==> config.mk <==
export PLATFORM = sky130hd
export DESIGN_NAME = iaa_mul
export DESIGN_NICKNAME = d
export VERILOG_FILES = /design/src/sv/iaa_pkg.sv /design/src/sv/iaa_mul.sv
export SDC_FILE = /design/constraint.sdc
export NUM_CORES = 2
export LEC_CHECK = 0
export ABC_CLOCK_PERIOD_IN_PS = 9200
export BUFFER_PORTS_ARGS = -buffer_cell sky130_fd_sc_hd__buf_4
export CORE_MARGIN = 2
export CORE_UTILIZATION = 60
export CTS_BUF_LIST = sky130_fd_sc_hd__clkbuf_16
export CTS_CLUSTER_SIZE = 20
export DETAILED_ROUTE_END_ITERATION = 10
export PLACE_DENSITY = 0.91
export SLEW_MARGIN = 20
export SYNTH_ARGS = -nofsm -noshare
export SYNTH_HDL_FRONTEND = slang
export SYNTH_SLANG_ARGS = --single-unit
export TNS_END_PERCENT = 50
==> constraint.sdc <==
create_clock -name clk -period 9.2 [get_ports clk]
set_input_delay 2.3 -clock clk [delete_from_list [all_inputs] [get_ports clk]]
set_output_delay 2.3 -clock clk [all_outputs]
set_load 0.005 [all_outputs]
==> src/sv/iaa_pkg.sv <==
`timescale 1ns / 1ps
// Shared package of the accumulator ALU: word width, pipeline depths and opcodes.
// No dependencies; every other file imports it.
package iaa_pkg;

  localparam int WORD_BITS = 40;
  localparam int PROD_BITS = 2 * WORD_BITS;
  // The multiplier splits each operand into a 32-bit low part and a short high part.
  localparam int MUL_LO    = 32;
  localparam int MUL_HI    = WORD_BITS - MUL_LO;
  localparam int MUL_LAT   = 3;
  // One quotient bit per divider stage.
  localparam int DIV_LAT   = WORD_BITS;
  localparam int PIPE_LAT  = DIV_LAT;
  localparam int PROD_DLY  = PIPE_LAT - MUL_LAT;

  typedef logic [WORD_BITS-1:0] word_t;
  typedef logic [PROD_BITS-1:0] prod_t;

  typedef enum logic [3:0] {
    OP_ADD     = 4'd0,
    OP_ADD_ABS = 4'd1,
    OP_SUB     = 4'd2,
    OP_SUB_ABS = 4'd3,
    OP_MUL     = 4'd4,
    OP_DIV     = 4'd5,
    OP_SHL     = 4'd6,
    OP_SHR     = 4'd7,
    OP_MBR_MQ  = 4'd8,
    OP_MQ_AC   = 4'd9,
    OP_MBR_AC  = 4'd10,
    OP_AC_MBR  = 4'd11
  } op_t;

endpackage

==> src/sv/iaa_mul.sv <==
`timescale 1ns / 1ps
// Three-stage unsigned multiplier for word magnitudes, built from four partial products.
// Depends on iaa_pkg.
module iaa_mul (
  input  logic          clk,
  input  logic          en,
  input  iaa_pkg::word_t a,
  input  iaa_pkg::word_t b,
  output iaa_pkg::prod_t p
);
  import iaa_pkg::*;

  logic [2*MUL_LO-1:0]      ll_r;
  logic [MUL_LO+MUL_HI-1:0] lh_r, hl_r;
  logic [2*MUL_HI-1:0]      hh_r;
  logic [2*MUL_LO-1:0]      ll2_r;
  logic [MUL_LO+MUL_HI:0]   mid_r;
  logic [2*MUL_HI-1:0]      hh2_r;
  prod_t                    p_r;

  always_ff @(posedge clk) begin
    if (en) begin
      ll_r  <= a[MUL_LO-1:0] * b[MUL_LO-1:0];
      lh_r  <= a[MUL_LO-1:0] * b[WORD_BITS-1:MUL_LO];
      hl_r  <= a[WORD_BITS-1:MUL_LO] * b[MUL_LO-1:0];
      hh_r  <= a[WORD_BITS-1:MUL_LO] * b[WORD_BITS-1:MUL_LO];
      ll2_r <= ll_r;
      hh2_r <= hh_r;
      mid_r <= {1'b0, lh_r} + {1'b0, hl_r};
      p_r   <= PROD_BITS'(ll2_r) + (PROD_BITS'(mid_r) << MUL_LO)
             + (PROD_BITS'(hh2_r) << (2 * MUL_LO));
    end
  end

  assign p = p_r;

endmodule

## Word-level counts from Yosys, hierarchy flattened

Cells that the tools add are included.
W data, S select, Z words.

- Multipliers: 4
- $add $sub $neg: 3

Operators with widths:

| kind | number |
|---|---|
| $add A74 B80 Y80 | 1 |
| $add A64 B73 Y74 | 1 |
| $mul A32 B32 Y64 | 1 |
| $add A40 B40 Y41 | 1 |
| $mul A32 B8 Y40 | 1 |
| $mul A8 B32 Y40 | 1 |
| $mul A8 B8 Y16 | 1 |

- Output and inout port bits: 80
- Input port bits: 82
- Register bits after elaboration: 361

## Longest topological paths before layout

- Depth after elaboration: 2
- Mapped depth: 28
- Depth with buffers taken out: 26

## Worst setup path before layout

No wires, ideal clock.

- Kind: input to register
- From: in a[16]
- To: reg ll_r[44] (data pin)
- Setup slack: 0.090 ns
- Path buffers: 2
- Data required time: 8.936 ns
- Setup time: 0.264 ns
- Arrival: 8.846 ns
- Stages on the path: 25
- Cells stage by stage: clkbuf_1 and2_1 fa_1 inv_1 fa_1 fa_1 fa_1 inv_1 fa_1 inv_1 fa_1 inv_1 fa_1 fa_1 ha_1 clkbuf_1 and3_1 a2111oi_0 o21a_1 o21ba_2 a21oi_1 a21oi_1 o211a_1 o31a_1 xnor2_1

- Longest elaborated chain between the ends: 1

RTL lines:

| item | line | source |
|---|---|---|
| from (decl) | iaa_mul.sv:7 | `input iaa_pkg::word_t a,` |
| $mul A32 B32 Y64 | iaa_mul.sv:23 | `ll_r <= a[MUL_LO-1:0] * b[MUL_LO-1:0];` |
| to (signal assigned) | iaa_mul.sv:23 |  |
| to (decl) | iaa_mul.sv:13 | `logic [2*MUL_LO-1:0] ll_r;` |

Every way passes these cells.
A chain may end at the register's enable or synchronous reset.

## Worst setup path in the final report

- From: in a[16]
- To: reg ll_r[56] (data pin)

The elaborated chain is that of the path after synthesis.

==> results.py <==
metrics = {
    "global_routing": {
        "grt_pass1_wl_um": 288000,
        "grt_pass1_vias": 55500,
        "grt.overflow.total": 0,
        "grt_usage": 0.326,
        "grt_max_degree": 124,
        "antenna_found_initial": 18,
    },
    "clocking": {
        "clock_latency_ns": 0.60,
        "clk_pin_slew_ns": 0.09,
        "cts.htree.levels": 2,
        "clk_root_buffer_cell": "clkbuf_16",
        "cts_inserted_buffers": 35,
        "clock_path_buffers": 3,
        "cts-hold-fix-buffers": 0,
        "cts_tree": "built",
        "clock_sinks": 361,
    },
    "logic_synthesis": {
        "synth_seq_area_share": 0.164,
        "synthFlopType": "edfxtp_1",
        "synth_compound_area_frac": 0.0670,
        "synth_area_um2": 66100,
        "yosys.area_share.adder": 0.486,
        "synthArstFlopShare": 0,
        "synth_warnings": 0,
        "syn_nets": 8679,
        "synth-simple-area-share": 0.161,
        "synth_mux_area_frac": 0.000151,
        "synthCells": 6803,
        "ys_types": 77,
        "synth_top_family_by_area": "adder cells",
        "avgSynthCellArea_um2": 9.72,
        "synth-edff-count": 361,
        "synth_xor_area_frac": 0.0293,
        "synth-seq-cells": 361,
    },
    "sta": {
        "clock_skew_ns": 0.0470,
        "hold_viol": 0,
        "period_needed_ns": 9.17,
        "fin_crit_sh": 0.997,
        "setup_viol": 0,
        "worstMarginPinSlew_ns": 0.961,
        "relSlewSlack": 0.353,
        "finalMaxSlewViolations": 0,
        "fmax_mhz": 109,
    },
    "placement": {
        "gp_congestion": 1.00,
        "portBuffers": 161,
        "place_hpwl_um": 146000,
        "dp.cells": 8464,
    },
    "layout": {
        "fin_cells": 8529,
        "n_fill_cell": 7527,
        "syn_to_final_growth_pct": 9.73,
        "drive_gt1_frac": 0.0969,
        "multi_input_area_um2": 49500,
        "nets": 8903,
        "ff_latch_area_um2": 10800,
    },
    "die": {
        "ios": 162,
        "die_h_um": 336,
        "fp-row-count": 121,
        "die_area_um2": 113000,
        "core_area_um2": 109000,
        "initial_core_util": 0.606,
        "die-width_um": 336,
    },
    "routing": {
        "drt_first_iter_violations": 5452,
        "vias": 50500,
        "drc": 0,
        "detail-route-antenna-nets": 0,
        "first_pass_iters": 8,
        "wl_per_cell_um": 21.2,
        "wirelength_um": 181000,
        "vias_per_cell": 5.92,
    },
    "critical_path": {
        "endpoint_kind": "flop",
        "worst_path_dominant_cell_family": "adder cells",
        "crit_arrival_ns": 9.50,
        "reg2regPathDepth": 12,
        "r2r_setup_slack_ns": 5.29,
        "cpMostUsedCell": "fa_1",
        "path_class": "primary input to flop",
        "crit_fanout": 21,
        "cp_data_required_time_ns": 9.52,
        "path_buf_inv": 8,
        "critical-path-max-stage-delay_ns": 0.56,
        "r2r_start": "ll2_r[32]$_DFFE_PP_",
        "critPathLaunchType": "primary input",
        "slowest_stage": "fa_1",
        "reg2reg_to": "p[76]$_DFFE_PP_",
        "cp.depth": 27,
    },
    "hold_path": {
        "min_to": "ll2_r[10]$_DFFE_PP_",
        "hp-class": "flop to flop",
        "hp-start": "ll_r[10]$_DFFE_PP_",
        "holdPathStages": 0,
    },
    "job": {
        "max_cap_viol_count": 0,
    },
    "outcome": {
        "outcome": "finished, final reports clean",
    },
}
==> state kept, by name, summed over array words and instances, names as in the netlist <==
signal  flops
mid_r      41
hh_r       16
ll2_r      64
lh_r       40
hh2_r      16
p          80
hl_r       40
ll_r       64
==> through the flow <==
stage          TNS (ns)  cell area, um2  hold WS, ns  utilization  setup slack [ns]
2_1_floorplan         0           66100        0.400            -            0.0900
3_3_place_gp      -8.15           70900        0.401        0.649            -0.569
3_5_place_dp     -13.25           70900        0.405        0.649            -0.646
4_1_cts               0           72100        0.416        0.660           0.00964
5_1_grt          -0.472           72600        0.414        0.665           -0.0780
6_report              0           72600        0.407        0.665            0.0272
==> cell families after synthesis <==
kind of cell / count (synthesis)
muxes: 1
adders and majority gates: 1794
xor gates and xnor gates: 221
DFF: 361
and+or+nand+nor: 2112
AOI/OAI and AO/OA: 683
buffers and inverters: 1631
==> worst register-to-register path, cell delays in order (launching register included) <==
cell,delay [ns]
edfxtp_1,0.36
ha_1,0.24
inv_1,0.09
fa_1,0.22
nor2b_1,0.08
o31a_1,0.28
o311a_1,0.40
o311ai_1,0.69
a2111oi_4,0.20
o21ai_1,0.23
nor2b_1,0.51
mux2i_1,0.26
o311ai_1,0.12
==> cells in the mapped netlist, drive strengths merged (8+ instances only) <==
cell,n,area share
a211o,10,0.0013
a211oi,29,0.0033
a21o,112,0.013
a21oi,225,0.017
a31oi,28,0.0026
and2,858,0.081
and3,26,0.0025
clkbuf,372,0.021
edfxtp,361,0.16
fa,1294,0.39
ha,500,0.095
inv,1255,0.071
nand2,905,0.051
nand2b,15,0.0014
nand3,50,0.0038
nand4,38,0.0036
nor2,119,0.0068
nor2b,25,0.0024
nor3,24,0.0019
nor4,8,0.00085
o211ai,20,0.0023
o21a,13,0.0015
o21ai,104,0.0079
o21bai,38,0.0043
o31ai,18,0.0021
or2,8,0.00076
or3,8,0.00076
xnor2,146,0.019
xor2,75,0.0099
==> routing by layer <==
metal / wire, um / track usage
met5: 161 / 0
met4: 10400 / 0.158
met3: 21100 / 0.0897
met2: 87200 / 0.552
met1: 62400 / 0.385
==> cells in the final DEF (no fill, tap or decap), types with 8 or more instances in the layout <==
cell type and instances:
buf_12 10, inv_1 1255, or3_1 8, and3_1 25
a31oi_1 24, o31ai_1 14, a211oi_1 28, o21bai_1 37
edfxtp_1 361, nor3_1 23, buf_4 519, and2_1 856
a21oi_2 9, o21ai_1 15, buf_6 31, nor2b_1 24
a211o_1 10, clkbuf_16 35, fa_1 1288, ha_1 496
o21a_1 13, a21oi_1 216, a21o_1 112, nand3_1 50
nand2_1 904, nand4_1 38, xor2_1 74, o21ai_0 87
o211ai_1 20, nand2b_1 15, nor2_1 118, xnor2_1 145
==> how the worst max path moves through the flow <==
| stage | start | to | slack [ns] |
|---|---|---|---|
| after detailed placement | a[15] | ll_r[63]$_DFFE_PP_ | -0.65 |
| after CTS | a[10] | ll_r[56]$_DFFE_PP_ | 0.01 |
| after floorplan | a[16] | ll_r[44]$_DFFE_PP_ | 0.09 |
| after global placement | a[21] | ll_r[63]$_DFFE_PP_ | -0.57 |
| final | a[16] | ll_r[56]$_DFFE_PP_ | 0.03 |
| after global routing | a[8] | ll_r[60]$_DFFE_PP_ | -0.08 |
==> cell type report <==
| cell class | count | share of cell area |
|---|---|---|
| clock inverters | 24 | 0.00452 |
| well taps | 1476 | 0.0255 |
| clock buffers | 35 | 0.0121 |
| multi-input cells | 4811 | 0.682 |
| flip-flops and latches | 361 | 0.149 |
| diodes | 4 | 0.000138 |
| repair buffers | 563 | 0.0619 |
| inverters | 1255 | 0.0649 |
==> repair_timing <==
item / 4_1_cts / 5_1_grt
buffers inserted: 0 / 3
pin swaps: 0 / 20
hold endpoints to repair: 0 / 0
endpoints found under the setup margin: 4 / 24
gates resized for setup: 2 / 96
Power is not shown: default switching activity piles up to over one toggle a cycle in this logic, so the estimate is an artifact.
